**src/design/psched_pkg.sv**
```systemverilog
// shared types and constants for the priority task scheduler
package psched_pkg;

  localparam int MaxTasks = 16;
  localparam int SlotW    = $clog2(MaxTasks);
  localparam int CountW   = $clog2(MaxTasks + 1);

  localparam logic [2:0] CMD_CREATE = 3'd0;
  localparam logic [2:0] CMD_DELAY  = 3'd1;
  localparam logic [2:0] CMD_TICK   = 3'd2;
  localparam logic [2:0] CMD_START  = 3'd3;
  localparam logic [2:0] CMD_ENTER  = 3'd4;
  localparam logic [2:0] CMD_EXIT   = 3'd5;

  typedef enum logic [1:0] {
    ST_OK        = 2'd0,
    ST_FULL      = 2'd1,
    ST_NO_TASK   = 2'd2,
    ST_UNDERFLOW = 2'd3
  } status_t;

  typedef enum logic [2:0] {
    S_IDLE = 3'b001,
    S_SCAN = 3'b010,
    S_DONE = 3'b100
  } state_t;

  typedef struct packed {
    logic [2:0]  cmd;
    logic [7:0]  priority_req;
    logic [15:0] delay_ticks;
  } in_word_t;

  typedef struct packed {
    logic [3:0] running_slot;
    logic       running_valid;
    logic [7:0] running_priority;
    logic       switched;
    status_t    status;
  } out_word_t;

endpackage

```
**src/design/priority_task_scheduler_top.sv**
```systemverilog
// priority task scheduler: slot table, interrupt depth and one-slot-per-cycle scan sequencer
//
// Each input word is one kernel event (create, delay, tick, start, interrupt enter,
// interrupt exit) and gives exactly one result word with the running task, a switch
// flag and a status. Task priorities and delay counters live in two slot memories with
// one read port each; a small sequencer walks the created slots one per cycle through a
// single comparator (scheduling) or a single decrementer (tick). An event that walks
// the table (tick, start, a delay that blocks the running task, create after start, the
// interrupt exit that reaches depth zero) scans all created slots before the next word
// is accepted; every other event goes from accept straight to its result. A result
// that is still stalled at the output holds the next one back by the length of the
// stall. The scan length is set by the one memory read port scanned a slot per cycle.
// A finished result sits in the output register, so the next word is taken while it
// waits. No clearing pass after reset is needed.
module priority_task_scheduler_top (
  input  logic                  clk,
  input  logic                  rst,
  input  logic                  in_valid,
  output logic                  in_stall,
  input  psched_pkg::in_word_t  in_word,
  output logic                  out_valid,
  input  logic                  out_stall,
  output psched_pkg::out_word_t out_word
);
  import psched_pkg::*;

  // sequencer and kernel state
  state_t              state;
  logic                is_tick;    // scan decrements counters instead of picking a task
  logic                do_sched;   // scheduling decision applies at the end of the event
  status_t             res_status;
  logic [CountW-1:0]   task_count;
  logic [SlotW-1:0]    current_slot;
  logic                current_valid;
  logic [7:0]          cur_prio;
  logic                kernel_started;
  logic [7:0]          isr_depth;
  logic [MaxTasks-1:0] blocked;

  // scan pipeline: issue address, then compare in the cycle after
  logic [CountW-1:0]   scan_idx;
  logic                pipe_vld;
  logic [SlotW-1:0]    pipe_idx;
  logic                found;
  logic [SlotW-1:0]    best_slot;
  logic [7:0]          best_prio;

  // slot memories
  logic [7:0]          prio_mem  [MaxTasks];
  logic [15:0]         delay_mem [MaxTasks];
  logic [7:0]          rd_prio;
  logic [15:0]         rd_delay;

  logic                accept;
  logic                issue;
  logic                tick_upd;
  logic [15:0]         tick_new;
  logic                prio_we;
  logic                dly_accept;
  logic                delay_we;
  logic [SlotW-1:0]    delay_addr;
  logic [15:0]         delay_data;
  logic                better;
  logic                sw_now;
  logic                out_free;

  assign in_stall = (state != S_IDLE);
  assign accept   = in_valid && !in_stall;
  assign issue    = (state == S_SCAN) && (scan_idx < task_count);
  assign out_free = !out_valid || !out_stall;

  // tick: blocked slot counts down, a zero counter readies it at once
  assign tick_new = (rd_delay != 16'd0) ? (rd_delay - 16'd1) : 16'd0;
  assign tick_upd = (state == S_SCAN) && is_tick && pipe_vld && blocked[pipe_idx];

  // create writes the new slot's priority at accept time
  assign prio_we = accept && (in_word.cmd == CMD_CREATE) && (task_count != CountW'(MaxTasks));

  // delay writes the running slot's counter, tick writes back the decremented one
  assign dly_accept = accept && (in_word.cmd == CMD_DELAY) && (in_word.delay_ticks != 16'd0)
                      && current_valid;

  always_comb begin
    delay_we   = 1'b0;
    delay_addr = pipe_idx;
    delay_data = tick_new;
    if (dly_accept) begin
      delay_we   = 1'b1;
      delay_addr = current_slot;
      delay_data = in_word.delay_ticks;
    end else if (tick_upd) begin
      delay_we = 1'b1;
    end
  end

  // shared comparator: lower priority number wins, ties keep the earlier slot
  assign better = pipe_vld && !blocked[pipe_idx] && (!found || (rd_prio < best_prio));
  assign sw_now = do_sched && found && !(current_valid && (current_slot == best_slot));

  always_ff @(posedge clk) begin
    if (prio_we) begin
      prio_mem[task_count[SlotW-1:0]] <= in_word.priority_req;
    end
    rd_prio <= prio_mem[scan_idx[SlotW-1:0]];
  end

  always_ff @(posedge clk) begin
    if (delay_we) begin
      delay_mem[delay_addr] <= delay_data;
    end
    rd_delay <= delay_mem[scan_idx[SlotW-1:0]];
  end

  always_ff @(posedge clk) begin
    if (rst) begin
      state          <= S_IDLE;
      is_tick        <= 1'b0;
      do_sched       <= 1'b0;
      res_status     <= ST_OK;
      task_count     <= '0;
      current_slot   <= '0;
      current_valid  <= 1'b0;
      cur_prio       <= 8'd0;
      kernel_started <= 1'b0;
      isr_depth      <= 8'd0;
      blocked        <= '0;
      scan_idx       <= '0;
      pipe_vld       <= 1'b0;
      pipe_idx       <= '0;
      found          <= 1'b0;
      best_slot      <= '0;
      best_prio      <= 8'd0;
      out_valid      <= 1'b0;
    end else begin
      // result register: load a finished word, drop it once taken
      if ((state == S_DONE) && out_free) begin
        out_valid <= 1'b1;
      end else if (!out_stall) begin
        out_valid <= 1'b0;
      end
      case (state)
        S_IDLE: begin
          if (accept) begin
            res_status <= ST_OK;
            scan_idx   <= '0;
            pipe_vld   <= 1'b0;
            found      <= 1'b0;
            do_sched   <= 1'b0;
            is_tick    <= 1'b0;
            state      <= S_DONE;
            case (in_word.cmd)
              CMD_CREATE: begin
                if (task_count == CountW'(MaxTasks)) begin
                  res_status <= ST_FULL;
                end else begin
                  blocked[task_count[SlotW-1:0]] <= 1'b0;
                  task_count <= task_count + CountW'(1);
                  if (kernel_started) begin
                    do_sched <= 1'b1;
                    state    <= S_SCAN;
                  end
                end
              end
              CMD_DELAY: begin
                if (in_word.delay_ticks != 16'd0) begin
                  if (!current_valid) begin
                    res_status <= ST_NO_TASK;
                  end else begin
                    blocked[current_slot] <= 1'b1;
                    do_sched <= 1'b1;
                    state    <= S_SCAN;
                  end
                end
              end
              CMD_TICK: begin
                is_tick <= 1'b1;
                state   <= S_SCAN;
              end
              CMD_START: begin
                kernel_started <= 1'b1;
                do_sched       <= 1'b1;
                state          <= S_SCAN;
              end
              CMD_ENTER: begin
                if (isr_depth != 8'hFF) begin
                  isr_depth <= isr_depth + 8'd1;
                end
              end
              CMD_EXIT: begin
                if (isr_depth == 8'd0) begin
                  res_status <= ST_UNDERFLOW;
                end else begin
                  isr_depth <= isr_depth - 8'd1;
                  if (isr_depth == 8'd1) begin
                    do_sched <= 1'b1;
                    state    <= S_SCAN;
                  end
                end
              end
              default: begin
                // unused command codes: nothing changes
              end
            endcase
          end
        end
        S_SCAN: begin
          pipe_vld <= issue;
          pipe_idx <= scan_idx[SlotW-1:0];
          if (issue) begin
            scan_idx <= scan_idx + CountW'(1);
          end
          if (tick_upd && (tick_new == 16'd0)) begin
            blocked[pipe_idx] <= 1'b0;
          end
          if (!is_tick && better) begin
            found     <= 1'b1;
            best_slot <= pipe_idx;
            best_prio <= rd_prio;
          end
          if (!issue && !pipe_vld) begin
            state <= S_DONE;
          end
        end
        S_DONE: begin
          if (out_free) begin
            out_word.switched <= sw_now;
            out_word.status   <= res_status;
            if (sw_now) begin
              current_slot  <= best_slot;
              current_valid <= 1'b1;
              cur_prio      <= best_prio;
              out_word.running_slot     <= 4'(best_slot);
              out_word.running_valid    <= 1'b1;
              out_word.running_priority <= best_prio;
            end else begin
              out_word.running_slot     <= 4'(current_slot);
              out_word.running_valid    <= current_valid;
              out_word.running_priority <= current_valid ? cur_prio : 8'd0;
            end
            state <= S_IDLE;
          end
        end
        default: begin
          state <= S_IDLE;
        end
      endcase
    end
  end

endmodule

```
**config.mk**
```make
export PLATFORM = sky130hd
export DESIGN_NAME = priority_task_scheduler_top
export DESIGN_NICKNAME = d
export VERILOG_FILES = /design/src/design/psched_pkg.sv /design/src/design/priority_task_scheduler_top.sv
export SDC_FILE = /design/constraint.sdc
export NUM_CORES = 1
export LEC_CHECK = 0
export ABC_AREA = 1
export BUFFER_PORTS_ARGS = -buffer_cell sky130_fd_sc_hd__buf_2
export CORE_ASPECT_RATIO = 0.5
export CORE_UTILIZATION = 61
export CTS_BUF_LIST = sky130_fd_sc_hd__clkbuf_8 sky130_fd_sc_hd__clkbuf_16
export DETAILED_ROUTE_END_ITERATION = 7
export GPL_ROUTABILITY_DRIVEN = 0
export PLACE_DENSITY = 0.78
export SYNTH_ARGS = -nofsm -noshare
export SYNTH_HDL_FRONTEND = slang
export SYNTH_SLANG_ARGS = --single-unit
export TNS_END_PERCENT = 10
```
**constraint.sdc**
```tcl
create_clock -name clk -period 3.79 [get_ports clk]
set_clock_uncertainty 0.05 [all_clocks]
set_input_delay 0.379 -clock clk [delete_from_list [all_inputs] [get_ports clk]]
set_output_delay 0.379 -clock clk [all_outputs]
set_load 0.005 [all_outputs]
```
==> results of run 1 <==
-- through the flow --
step | setup WS, ns | instances | area, µm² | hold slack, ns
final | 0.886 | 2511 | 23600 | 0.115
after global routing | 0.564 | 2511 | 23600 | 0.138
after CTS | 0.935 | 2511 | 23600 | 0.105
after detailed placement | 0.782 | 2433 | 22200 | 0.389
after global placement | 0.836 | 2433 | 22200 | 0.389
after floorplan | 1.02 | 1958 | 21200 | 0.359
-- where the power goes --
group	switching [µW]	internal (µW)	total (µW)
sequential	62.7	5920	5980
combinational	400	190	590
clock	1970	2400	4370
total	2430	8510	10900
-- cell families (layout without fill, tap and decap cells) --
group	count (synthesis)	after routing	share of synthesized area [%]
XOR/XNOR	6	6	0.248
AND/OR/NAND/NOR	730	730	14.2
flip-flops	498	498	65.8
multiplexers	39	39	1.84
buffers and inverters	224	312	4.11
AO/OA/AOI/OAI	441	441	12.6
adder cells (fa/ha/maj)	20	20	1.18
-- sequential cells by signal, indices dropped and copies added, names as in the netlist, 2 cells and up --
signal,cells
current_slot,4
blocked,16
state,3
best_slot,4
cur_prio,8
isr_depth,8
res_status,2
prio_mem,128
task_count,5
best_prio,8
delay_mem,256
pipe_idx,4
rd_prio,8
scan_idx,5
rd_delay,16
out_word,16
-- Yosys cell counts, types with 3 or more instances --
cell type / n
sky130_fd_sc_hd__xnor2_1: 3
sky130_fd_sc_hd__nor2_2: 13
sky130_fd_sc_hd__o22ai_1: 11
sky130_fd_sc_hd__nand2_1: 265
sky130_fd_sc_hd__buf_1: 6
sky130_fd_sc_hd__a21oi_1: 82
sky130_fd_sc_hd__mux2i_1: 39
sky130_fd_sc_hd__o211ai_1: 15
sky130_fd_sc_hd__xor2_1: 3
sky130_fd_sc_hd__ha_1: 20
sky130_fd_sc_hd__edfxtp_1: 400
sky130_fd_sc_hd__clkbuf_1: 82
sky130_fd_sc_hd__nand3_1: 83
sky130_fd_sc_hd__inv_1: 118
sky130_fd_sc_hd__inv_2: 4
sky130_fd_sc_hd__o221ai_1: 39
sky130_fd_sc_hd__a22oi_1: 3
sky130_fd_sc_hd__nand2_2: 4
sky130_fd_sc_hd__o21ai_0: 218
sky130_fd_sc_hd__dfxtp_1: 98
sky130_fd_sc_hd__o32ai_1: 57
sky130_fd_sc_hd__nor3_1: 13
sky130_fd_sc_hd__nor2_1: 327
sky130_fd_sc_hd__nand2_4: 3
sky130_fd_sc_hd__nand4_1: 9
sky130_fd_sc_hd__nor4_1: 3
sky130_fd_sc_hd__buf_2: 8
sky130_fd_sc_hd__nor2_4: 4
-- worst reg2reg max path, stage by stage, from the launching register on --
cell	delay (ns)
sky130_fd_sc_hd__dfxtp_1	0.38
sky130_fd_sc_hd__inv_1	0.13
sky130_fd_sc_hd__ha_1	0.27
sky130_fd_sc_hd__inv_1	0.07
sky130_fd_sc_hd__nor2_1	0.06
sky130_fd_sc_hd__nand2_1	0.09
sky130_fd_sc_hd__inv_1	0.06
sky130_fd_sc_hd__nor3_1	0.33
sky130_fd_sc_hd__inv_2	0.22
sky130_fd_sc_hd__nor2_2	0.18
sky130_fd_sc_hd__inv_2	0.08
sky130_fd_sc_hd__nor2_1	0.61
-- area by class of cell --
cell class / count / area, µm² / share of cell area (%)
Sequential cell: 498 / 14000 / 59.3
Multi-Input combinational cell: 1236 / 6430 / 27.3
Clock buffer: 44 / 1100 / 4.67
Timing Repair Buffer: 110 / 731 / 3.10
Tap cell: 465 / 582 / 2.47
Inverter: 124 / 468 / 1.99
Clock inverter: 34 / 284 / 1.20
-- cell usage in the layout (no fill, tap or decap), types with 3 or more instances in the layout --
cell type                     n
sky130_fd_sc_hd__a21oi_1     82
sky130_fd_sc_hd__a22oi_1      3
sky130_fd_sc_hd__buf_2       48
sky130_fd_sc_hd__buf_4       60
sky130_fd_sc_hd__bufinv_16    4
sky130_fd_sc_hd__clkbuf_16   44
sky130_fd_sc_hd__clkinv_1    14
sky130_fd_sc_hd__clkinv_2     6
sky130_fd_sc_hd__dfxtp_1     95
sky130_fd_sc_hd__edfxtp_1   400
sky130_fd_sc_hd__ha_1        20
sky130_fd_sc_hd__inv_1      123
sky130_fd_sc_hd__inv_2        4
sky130_fd_sc_hd__mux2i_1     39
sky130_fd_sc_hd__nand2_1    265
sky130_fd_sc_hd__nand2_2      4
sky130_fd_sc_hd__nand2_4      3
sky130_fd_sc_hd__nand3_1     83
sky130_fd_sc_hd__nand4_1      9
sky130_fd_sc_hd__nor2_1     311
sky130_fd_sc_hd__nor2_2      29
sky130_fd_sc_hd__nor2_4       4
sky130_fd_sc_hd__nor3_1      12
sky130_fd_sc_hd__nor4_1       3
sky130_fd_sc_hd__o211ai_1    15
sky130_fd_sc_hd__o21ai_0    218
sky130_fd_sc_hd__o221ai_1    39
sky130_fd_sc_hd__o22ai_1     11
sky130_fd_sc_hd__o32ai_1     57
sky130_fd_sc_hd__xnor2_1      3
sky130_fd_sc_hd__xor2_1       3
-- per-layer routing --
metal | up-vias | wire [µm] | global-route usage, %
met5 | - | 0 | 0
met2 | 849 | 23900 | 46.5
li1 | 7096 | - | -
met1 | 7290 | 21200 | 41.5
met3 | 116 | 5290 | 5.36
met4 | 0 | 1560 | 9.39
-- how the worst max path moves through the flow --
stage / startpoint / endpoint / slack [ns]
after floorplan: in_word[24] / delay_mem[0][0] / 1.02
after global placement: in_word[0] / delay_mem[10][10] / 0.84
after detailed placement: in_word[0] / delay_mem[2][13] / 0.78
after CTS: state[1] / prio_mem[15][0] / 0.93
after global routing: task_count[0] / task_count[4] / 0.56
final: task_count[0] / prio_mem[15][2] / 0.89
==> impl_summary.md, run 1 <==
Run status
The flow ran to the end, and the final reports show no timing, DRC or antenna violations.

Critical path
The endpoint of the most critical register-to-register path is prio_mem[15][2]. By startpoint and endpoint, the worst setup path is classified as register to register. The data arrival at the endpoint of the critical path is 3.03 ns.

The library cell contributing the largest single delay on the critical path is sky130_fd_sc_hd__nor2_1. The nature of the critical path endpoint is a register. STA puts the critical path data required time at 3.92 ns. The signal on the critical path passes through inv_1 > ha_1 > inv_1 > nor2_1 > nand2_1 > inv_1 > nor3_1 > inv_2 > nor2_2 > inv_2 > nor2_1. The path length in cells of the critical path is 11. Together, buffers and inverters on the worst path number 5. STA classifies the critical path startpoint as a register.

Counting stages on the worst path, the most repeated cell is sky130_fd_sc_hd__inv_1. Measured in cells, the most critical reg-to-reg path has a length of 11. The highest net fanout along the worst path is 17. In this run the critical register-to-register path is launched from task_count[0]. The largest delay contributor family on the critical path is simple AND/OR/NAND/NOR gates. The setup check on the worst reg-to-reg path leaves a slack of 0.89 ns. The largest single stage delay on the critical path is about 0.61 ns.

Clocking
The clock net in this run drives a total of around 500 sinks. In this run, post-CTS hold repair placed 0 buffers. After clock tree synthesis, the repair step resized 0 gates.

After clock tree synthesis, the clock-pin slew on the worst setup and hold paths is 0.07 ns. TritonCTS built the clock tree. The largest buffer count on any clock path is 3. The H-tree depth is 2.

Clock tree synthesis inserted a total of 42 buffers. The cell chosen for the clock root is sky130_fd_sc_hd__clkbuf_16. The number of buffers added for setup after CTS is 0. The later pin in the worst-skew pair is clocked with a latency of 0.57 ns.

Logic synthesis
After synthesis, the netlist uses 47 different library cells. Yosys attributes the largest share of cell area to sky130_fd_sc_hd__edfxtp_1, sky130_fd_sc_hd__dfxtp_1, sky130_fd_sc_hd__nor2_1, sky130_fd_sc_hd__o21ai_0, sky130_fd_sc_hd__nand2_1. The mapped netlist covers about 0.021 mm².

The cell taking the most area after synthesis is sky130_fd_sc_hd__edfxtp_1. The share of the yosys chip area belonging to registers is 65.8%. For this run, asynchronously set or reset flops after synthesis account for 0%. Synthesis produced 1,958 cells. In this run the biggest area consumer among cell types represents a little under three fifths of the synthesized area.

The synthesized design contains 498 register bits. For this run, the number of Yosys warnings is 0. The post-synthesis average cell area is 10.8 µm². The number of flops mapped to enable cells by yosys is 400. In the synthesized netlist the dominant register cell turns out to be sky130_fd_sc_hd__edfxtp_1. The net count of the mapped netlist is ~2k.

Global route
The number of antenna violations at the first check in global routing was 0. Global routing consumed, over all layers together, 29.3% of the routing resources. For this run the aggregate overflow at the end of global routing stands at 0. The maximum number of pins on one net before global-route repair is 195.

The via count of the first global-routing pass came to 14.1k. The first-pass GRT wire length is 79,200 µm.

Timing
The top achievable clock speed is between 0.3 and 0.4 GHz. The worst-margin pin slew is between 1 and 1.5 ns. The number of pins with negative max-slew slack in the final report is 0.

For the final routed database, the setup TNS stands at 0 ns. Headroom to the max-slew limit came out at 12.8%. The minimum clock period after layout is slightly below 3 ns. Setup repair after global routing left no endpoint under its margin. The number of hold-slack violations in the final timing report came to 0.

The number of setup violations in the final report is 0. Of the available clock period, the critical path in the final layout requires approximately 77%.

Placed design
The HPWL after detailed placement is about 33,000 µm. The port buffer count is 48.

Route
The first detailed-routing pass ran for 6 iterations. The routed layout has about 15k vias. The number of DRC markers in iteration 0 is 1,861. The number of DRC violations after detailed routing is 0.

Dividing the detail-routed via count by the number of cells gives 6.11. The remaining antenna violation count after routing is 0. The final routed wire length divided by cell count is 20.7 µm.

The detailed-route wire length is 52,000 µm.

Pwr
For this design the ratio of total power to cell area is approximately 460 mW/mm². The analysis attributes to cell leakage a power of 0.00817 µW. The peak supply drop is 0.274 mV.

The total power of the final layout is 10,900 µW.

Finish
0 antenna diodes ended up in the layout. For this run, the post-layout net count is between 2k and 2.5k. From synthesis to final layout, the design area changed by 11.1%.

Cells with a size suffix above 1 make up 11.0% of the layout. The number of filler cells placed in the layout is 2,367. Cells fill 70.1% of the core in the end.

Floorplan
The horizontal extent of the die is 266 µm. The initialized floorplan defines 47 standard-cell rows. The floorplan step defined a die boundary enclosing 0.0356 mm².

Measured along the y axis, the die boundary spans roughly 130 µm. The count of boundary I/O pins is 49. The initial utilization of the core area, before any placement, comes to a little over three fifths.

The placeable core area is 0.0336 mm².

Worst hold path
The min-delay analysis places its worst path in the category input pin to register. The end point of the most critical hold path is out_valid. The worst hold path stage count is 3.

In this run the most critical hold path is launched from out_stall.

Job
The count of maximum capacitance violations is 0.
Note: power is estimated with default switching activity, not from simulation.
==> run 2: changes to the inputs <==
ABC_AREA = 0   (was 1)
CORE_UTILIZATION = 56   (was 61)
PLACE_DENSITY = 0.75   (was 0.78)
clock period = 2.65 ns   (was 3.79 ns; I/O delays follow)
==> impl_summary.md, run 2 <==
Finish
The flip-flop count of the largest register, all copies and words added is 256 (unchanged). The non-filler instance count after layout came to 1,978 (-21%). In the layout the commonest cells are sky130_fd_sc_hd__edfxtp_1, sky130_fd_sc_hd__buf_4, sky130_fd_sc_hd__mux4_2, sky130_fd_sc_hd__dfxtp_1, sky130_fd_sc_hd__nor2_1. The number of filler cells placed in the layout is 2,303 (-2.7%). The final layout net count is 1,511 (-27%). The final antenna diode count is 0 (unchanged).

The fraction of final layout cells sized beyond drive strength 1 is 29.6% (+19 points). The total area of multi-input combinational cells came to 0.00632 mm² (-1.6%). The register area is 0.0140 mm² (about the same). The register ranked first by flip-flop count is delay_mem.

The area growth from synthesis to final layout is 17.7%. The library cell used most frequently in the layout, excluding fill and tap cells, is sky130_fd_sc_hd__edfxtp_1.

Critical path
The startpoint of the lowest-slack register-to-register path is pipe_idx[1]. STA classifies the critical path startpoint as a register. The required time reported for the critical path endpoint is 2.92 ns (-1.00 ns). The data arrival at the endpoint of the critical path is 3.07 ns (+0.04 ns). The path depth of the worst reg2reg path was 12 (+1). The highest net fanout along the worst path is 7 (-10). In this run the critical register-to-register path is captured at delay_mem[10][9]. The nature of the critical path endpoint is a register. The minimum setup slack among reg-to-reg paths was -0.15 ns (-1.04 ns).

The type of the worst setup path is register to register.

Clocking
The cell chosen for the clock root is sky130_fd_sc_hd__clkbuf_16. The later-pin clock latency in the skew report is 0.56 ns (about the same). The number of clock buffers inserted by TritonCTS was 44 (+4.8%). The clock sink count is 498 (unchanged).

TritonCTS built the clock tree. The register clock-pin slew on the reported worst setup and hold paths is 0.06 ns (about the same). The H-tree depth was 2 (unchanged). The largest buffer count on any clock path is 3 (unchanged).

Route
The number of DRC violations after detailed routing is 1 (+1). The number of iterations in the first detailed-routing pass is 8 (+2). The final routed wire length divided by cell count is 25.3 µm (+22%).

The total vias in the final route is 12.5k (-18%). The detailed-route wire length was 50,000 µm (-3.9%). The number of DRC markers in iteration 0 is 1,670 (-10%). The remaining antenna violation count after routing was 0 (unchanged).

The vias per cell is 6.34 (+3.7%).

Logic synthesis
The number of standard cells after synthesis is 1,283 (-34%). The net count of the mapped netlist is 1,334 (-34%). The share of the yosys chip area belonging to registers was 68.1% (+2.3 points). The total standard cell area after synthesis is 0.0205 mm² (-3.4%).

The number of flops mapped to enable cells by yosys is 400 (unchanged). In the synthesized netlist the dominant register cell turns out to be sky130_fd_sc_hd__edfxtp_1. The cell taking the most area after synthesis is sky130_fd_sc_hd__edfxtp_1. The post-synthesis average cell area is 16.0 µm² (+47%). The commonest cells after synthesis are sky130_fd_sc_hd__edfxtp_1, sky130_fd_sc_hd__mux4_2, sky130_fd_sc_hd__nor2_1, sky130_fd_sc_hd__dfxtp_1, sky130_fd_sc_hd__nand2_1. The fraction of post-synthesis cell area in the top cell type by area is 58.6% (+2.0 points). The number of flip-flops and latches in the synthesized netlist was 498 (unchanged). By instance count, the leading cell after synthesis is sky130_fd_sc_hd__edfxtp_1.

The number of synthesis warnings is 0 (unchanged). The post-synthesis cell type count is 61 (+30%). Sorting the synthesized cells by area gives the leading types as sky130_fd_sc_hd__edfxtp_1, sky130_fd_sc_hd__mux4_2, sky130_fd_sc_hd__dfxtp_1, sky130_fd_sc_hd__nor2_1, sky130_fd_sc_hd__nand2_1. The fraction of synthesis flops using an asynchronous set or reset pin came to 0% (unchanged).

Placed design
The estimated wirelength of the detail-placed design is 31,800 µm (-4.9%). The port buffer count is 48 (unchanged). The pre-CTS worst setup slack is -0.661 ns (-1.44 ns). The number of instances in the placed design is 1,887 (-22%).

Floorplan
The horizontal extent of the die was 273 µm (+2.6%). The placeable core area is 0.0360 mm² (+7.0%). The floorplan row count is 49 (+4.3%). The vertical extent of the die is 137 µm (+2.5%). The area enclosed by the die boundary is 0.0374 mm² (+5.2%). The count of boundary I/O pins is 49 (unchanged).

The starting density of the core came to 57.0% (-6.1 points).

Pwr
The switching power summed over all nets is 3050 µW (+25%). The combinational share of power came to 2.4% (-3.0 points). The part of the total power dissipated in sequential elements came to 56.2% (+1.5 points). The ratio of total power to cell area is 620 mW/mm² (+34%). The internal power was 11,900 µW (+40%). The portion of total power attributed to the clock network was 41.4% (+1.5 points). The fraction of power spent switching nets is 20.4% (-1.9 points). The static power due to leakage is 0.00780 µW (-4.5%). The peak supply drop was 0.445 mV (+62%).

Run status
The final reports fail on design-rule violations, negative setup slack. The run finished, with violations left.

Timing
The number of setup violations in the final report is 178 (+178). The top achievable clock speed is 0.357 GHz (+3.7%). The worst-margin pin slew is 0.780 ns (-0.523 ns). The minimum clock period after layout is 2.80 ns (-0.104 ns). Setup repair after global routing could not meet its margin everywhere. The worst max-slew margin expressed relative to the limit was 47.8% (+35 points). The portion of the clock cycle consumed by the worst path in the final layout is 106% (+29 points).

The number of hold-slack violations in the final timing report is 0 (unchanged). The number of pins with negative max-slew slack in the final report is 0 (unchanged). The slack of the critical path came to -0.150 ns (-1.04 ns).

Worst hold path
The end point of the most critical hold path is cur_prio[4]. The worst hold path begins at rst. The worst hold path stage count is 2 (-1). In this run the worst hold path is classified as input pin to register.

Global route
The final global-route overflow total is 0 (unchanged). The total routing resource utilization after global routing is 27.5% (-1.8 points). The first-pass GRT wire length is 75,900 µm (-4.1%). The number of antenna violations at the first check in global routing is 0 (unchanged).

The maximum number of pins on one net before global-route repair is 101 (-48%). The via count of the first global-routing pass is 12.4k (-12%).

Job
The count of maximum capacitance violations is 0 (unchanged).
[run 2: cell count changes after synthesis, moves of 26 or more]
cell                       change
sky130_fd_sc_hd__o21ai_0     -180
sky130_fd_sc_hd__nor2_1      -218
sky130_fd_sc_hd__mux4_2      +124
sky130_fd_sc_hd__o32ai_1      -57
sky130_fd_sc_hd__nand3_1      -67
sky130_fd_sc_hd__clkbuf_1     -26
sky130_fd_sc_hd__a21oi_1      -33
sky130_fd_sc_hd__o221ai_1     -39
sky130_fd_sc_hd__inv_1        -95
sky130_fd_sc_hd__nand2_1     -176
[run 2: power groups by stage]
stage          Sequential [µW]  Clock, µW  Combinational (µW)
2_1_floorplan             8580          0                 166
3_3_place_gp              8580          0                 330
3_5_place_dp              8580          0                 351
4_1_cts                   8410       6260                 356
5_1_grt                   8410       6560                 391
6_report                  8410       6200                 363
[run 2: area by class of cell]
| type | count | share of cell area [%] |
|---|---|---|
| Clock buffer | 48 | 4.88 |
| Multi-Input combinational cell | 684 | 26.2 |
| Tap cell | 484 | 2.51 |
| Clock inverter | 32 | 0.824 |
| Timing Repair Buffer | 209 | 7.26 |
| Sequential cell | 498 | 58.0 |
| Inverter | 23 | 0.358 |
[run 2: metrics by stage]
step	hold slack, ns	area (µm²)	utilization, %	total power, µW	setup TNS, ns
3_3_place_gp	0.389	22400	62.2	8910	-98.44
6_report	0.0249	24100	67.1	15000	-14.47
4_1_cts	0.00540	24100	66.8	15000	-4.80
2_1_floorplan	0.314	20500	-	8750	-38.36
5_1_grt	0.0280	24100	67.1	15400	-38.26
3_5_place_dp	0.380	22400	62.2	8930	-146.76
[run 2: worst max path at each step]
stage / end / depth (start not counted) / startpoint / slack [ns]
2_1_floorplan: delay_mem[1][0] / 9 / pipe_idx[1] / -0.21
3_3_place_gp: delay_mem[4][14] / 8 / pipe_idx[1] / -0.55
3_5_place_dp: delay_mem[4][10] / 8 / pipe_idx[1] / -0.66
4_1_cts: delay_mem[10][9] / 12 / pipe_idx[1] / -0.08
5_1_grt: delay_mem[10][9] / 12 / pipe_idx[1] / -0.27
6_report: delay_mem[10][9] / 12 / pipe_idx[1] / -0.15
[run 2: repair_timing]
action	in CTS	in global routing
gates resized for setup	32	16
setup endpoints to repair	261	284
buffers inserted	7	1
gates cloned	2	0
hold buffers	1	0
pin swaps	12	13
endpoints found under the hold margin	1	0
[run 2: routing by layer]
metal,up-vias,GRT usage [%],part of all wire (%)
li1,5400,-,-
met1,6372,37.4,39
met2,662,46.3,49
met3,107,5.04,8.9
met4,0,7.74,2.7
met5,-,0,0
[run 2: cells by family (layout without fill, tap and decap cells)]
family	after synthesis	after routing	share of synthesized area (%)
multiplexers	154	154	15.1
AO/OA/AOI/OAI	173	173	5.46
flip-flops	498	498	68.1
adder cells (fa/ha/maj)	20	20	1.22
AND/OR/NAND/NOR	311	311	7.05
buffers and inverters	101	312	1.91
XOR/XNOR	26	26	1.11
[run 2: critical path: stages, from the launching register on]
cell and delay, ns:
sky130_fd_sc_hd__dfxtp_4 0.40, sky130_fd_sc_hd__mux4_2 0.52, sky130_fd_sc_hd__mux2i_1 0.15, sky130_fd_sc_hd__mux2i_1 0.13, sky130_fd_sc_hd__and4_4 0.20, sky130_fd_sc_hd__buf_6 0.12, sky130_fd_sc_hd__a21oi_4 0.13, sky130_fd_sc_hd__nor3_2 0.06
sky130_fd_sc_hd__a31oi_1 0.25, sky130_fd_sc_hd__buf_4 0.18, sky130_fd_sc_hd__buf_6 0.12, sky130_fd_sc_hd__nor2_4 0.07, sky130_fd_sc_hd__buf_12 0.17
==> run 3: changes to the inputs <==
CORE_ASPECT_RATIO = default   (was 0.5)
==> impl_summary.md, run 3 (same netlist as run 2, synthesis figures left out) <==
Run status
The run finished, with violations left. The checks that failed: design-rule violations, negative setup slack.

Finish
The register ranked first by flip-flop count is delay_mem. The register area is 0.0140 mm² (about the same). The area growth from synthesis to final layout is 18.7%. The total area of multi-input combinational cells was 0.00634 mm² (+0.26%).

The final layout net count is 1,518 (+0.46%). The commonest non-fill, non-tap cell in the layout is sky130_fd_sc_hd__edfxtp_1. The non-filler instance count after layout is 1,968 (-0.51%). The flip-flop count of the largest register, all copies and words added is 256 (unchanged). The top cell types in the final layout, fill and taps aside, are sky130_fd_sc_hd__edfxtp_1, sky130_fd_sc_hd__buf_4, sky130_fd_sc_hd__mux4_2, sky130_fd_sc_hd__nor2_1, sky130_fd_sc_hd__dfxtp_1.

The number of filler cells placed in the layout came to 2,277 (-1.1%). The fraction of final layout cells sized beyond drive strength 1 was 29.7% (+0.14 points). The final antenna diode count is 0 (unchanged).

Floorplan
The count of boundary I/O pins is 49 (unchanged). The floorplan row count was 69 (+41%). The starting density of the core came to 57.2% (+0.25 points).

The area enclosed by the die boundary is 0.0374 mm² (-0.12%). The vertical extent of the die came to 193 µm (+41%). The placeable core area was 0.0358 mm² (-0.45%). The horizontal extent of the die is 193 µm (-29%).

Clocking
The number of clock buffers inserted by TritonCTS is 49 (+11%). The clock sink count is 498 (unchanged). The largest buffer count on any clock path is 3 (unchanged). The H-tree depth is 2 (unchanged). The register clock-pin slew on the reported worst setup and hold paths is 0.06 ns (about the same). The tree is rooted in a sky130_fd_sc_hd__clkbuf_16. TritonCTS built the clock tree. The later-pin clock latency in the skew report is 0.59 ns (+0.03 ns).

Route
The number of DRC markers in iteration 0 is 1,039 (-38%). The detailed-routing wirelength on met1 is 18,700 µm (-4.7%). The final routed wire length divided by cell count is 23.8 µm (-5.6%). The number of DRC violations after detailed routing is 2 (+1). The remaining antenna violation count after routing is 0 (unchanged). The number of iterations in the first detailed-routing pass is 7 (-1). The total length of routed met2 wires is 22,900 µm (-6.8%). The total vias in the final route was 12.2k (-3.0%). The detailed-routed wire length on met3 is 3350 µm (-25%).

The highest metal layer carrying signal wires in the routed design is met5. The detailed-route wire length is 46,900 µm (-6.1%). The vias per cell is 6.18 (-2.5%).

Timing
The slack of the critical path was -0.0575 ns (+0.0925 ns). The worst-margin pin slew is 0.999 ns (+0.219 ns). The worst hold slack is 0.0198 ns (-0.00515 ns). Setup repair after global routing could not meet its margin everywhere.

The number of hold-slack violations in the final timing report is 0 (unchanged). The top achievable clock speed is 0.369 GHz (+3.4%). The minimum clock period after layout is 2.71 ns (-0.0925 ns). The number of setup violations in the final report came to 123 (-31%). The number of pins with negative max-slew slack in the final report is 0 (unchanged).

The portion of the clock cycle consumed by the worst path in the final layout is 102% (-3.5 points). The worst max-slew margin expressed relative to the limit is 33.4% (-14 points).

Critical path
The largest incremental delay on the critical path is 0.45 ns (-0.07 ns). The largest delay contributor family on the critical path is simple AND/OR/NAND/NOR gates. The signal on the critical path passes through mux4_2 > mux2i_1 > mux2i_1 > and4_1 > buf_4 > a21oi_4 > nor2_2 > a31oi_4 > buf_12 > nor2_4. The required time reported for the critical path endpoint is 2.81 ns (-0.11 ns).

STA classifies the critical path endpoint as a register. The cell that appears most often on the critical path is sky130_fd_sc_hd__mux2i_1. On the critical path, the stage with the largest delay is an instance of sky130_fd_sc_hd__nor2_4. The highest net fanout along the worst path is 16 (+9).

The buffering stage count on the worst path with inverters included is 2 (-2). By startpoint and endpoint, the worst setup path is classified as register to register. The data arrival at the endpoint of the critical path is 2.87 ns (-0.20 ns).

STA classifies the critical path startpoint as a register.

Global route
The number of antenna violations at the first check in global routing was 1 (+1). The first-pass GRT wire length is 71,600 µm (-5.6%). The total routing resource utilization after global routing is 25.5% (-2.0 points).

The maximum number of pins on one net before global-route repair is 101 (unchanged). The final global-route overflow total came to 0 (unchanged). The via count of the first global-routing pass is 12.2k (-1.4%).

Placed design
The estimated wirelength of the detail-placed design is 29,100 µm (-8.5%). The number of instances in the placed design was 1,854 (-1.7%). The port buffer count was 48 (unchanged). The pre-CTS worst setup slack is -0.649 ns (+0.0116 ns).

Pwr
The static power due to leakage is 0.00791 µW (+1.5%). The ratio of total power to cell area is 641 mW/mm² (+3.4%). The peak supply drop is 0.518 mV (+16%).

Job
The count of maximum capacitance violations is 0 (unchanged).

Worst hold path
The path class of the tightest hold or removal check is input pin to register.
run 3: area by class of cell:
type | count | area share, %
well taps | 461 | 2.37
repair buffers | 211 | 7.13
clock buffers | 58 | 5.59
clock inverters | 33 | 1.00
inverters | 23 | 0.355
flip-flops and latches | 498 | 57.5
multi-input cells | 684 | 26.0
run 3: metal layers:
layer  vias up  global-route usage [%]
li1       5410                       -
met3       119                    4.62
met4         2                    10.8
met1      6120                    34.5
met5         -                       0
met2       515                    41.1
run 3: worst paths after layout:
check	startpoint	endpoint	slack (ns)	depth (start not counted)
setup / recovery	pipe_idx[0]	delay_mem[7][8]	-0.06	10
hold / removal	in_word[20]	prio_mem[8][4]	0.02	1
setup reg to reg	pipe_idx[0]	delay_mem[7][8]	-0.06	10
hold reg to reg	res_status[1]	out_word[1]	0.39	0
run 3: power by group:
part	total (µW)	switching, µW	internal, µW	leakage [µW]
clock	6830	2890	3940	0.000848
sequential	8410	19.1	8390	0.00439
combinational	365	218	146	0.00268
run 3: through the flow:
step	TNS, ns	cell area (µm²)	utilization, %	power, µW
6_report	-3.65	24300	67.9	15600
5_1_grt	-22.39	24300	67.9	16000
4_1_cts	-6.52	24200	67.6	15700
3_5_place_dp	-131.11	22200	62.0	8930
3_3_place_gp	-103.60	22200	62.0	8920
2_1_floorplan	-38.36	20500	-	8750
run 3: what timing repair did:
item | in CTS | in global routing
resized for setup | 29 | 8
endpoints found under the hold margin | 74 | 0
pin swaps | 12 | 11
hold buffers | 7 | 0
buffers inserted | 10 | 6
gates cloned | 0 | 0
setup endpoints to repair | 256 | 249
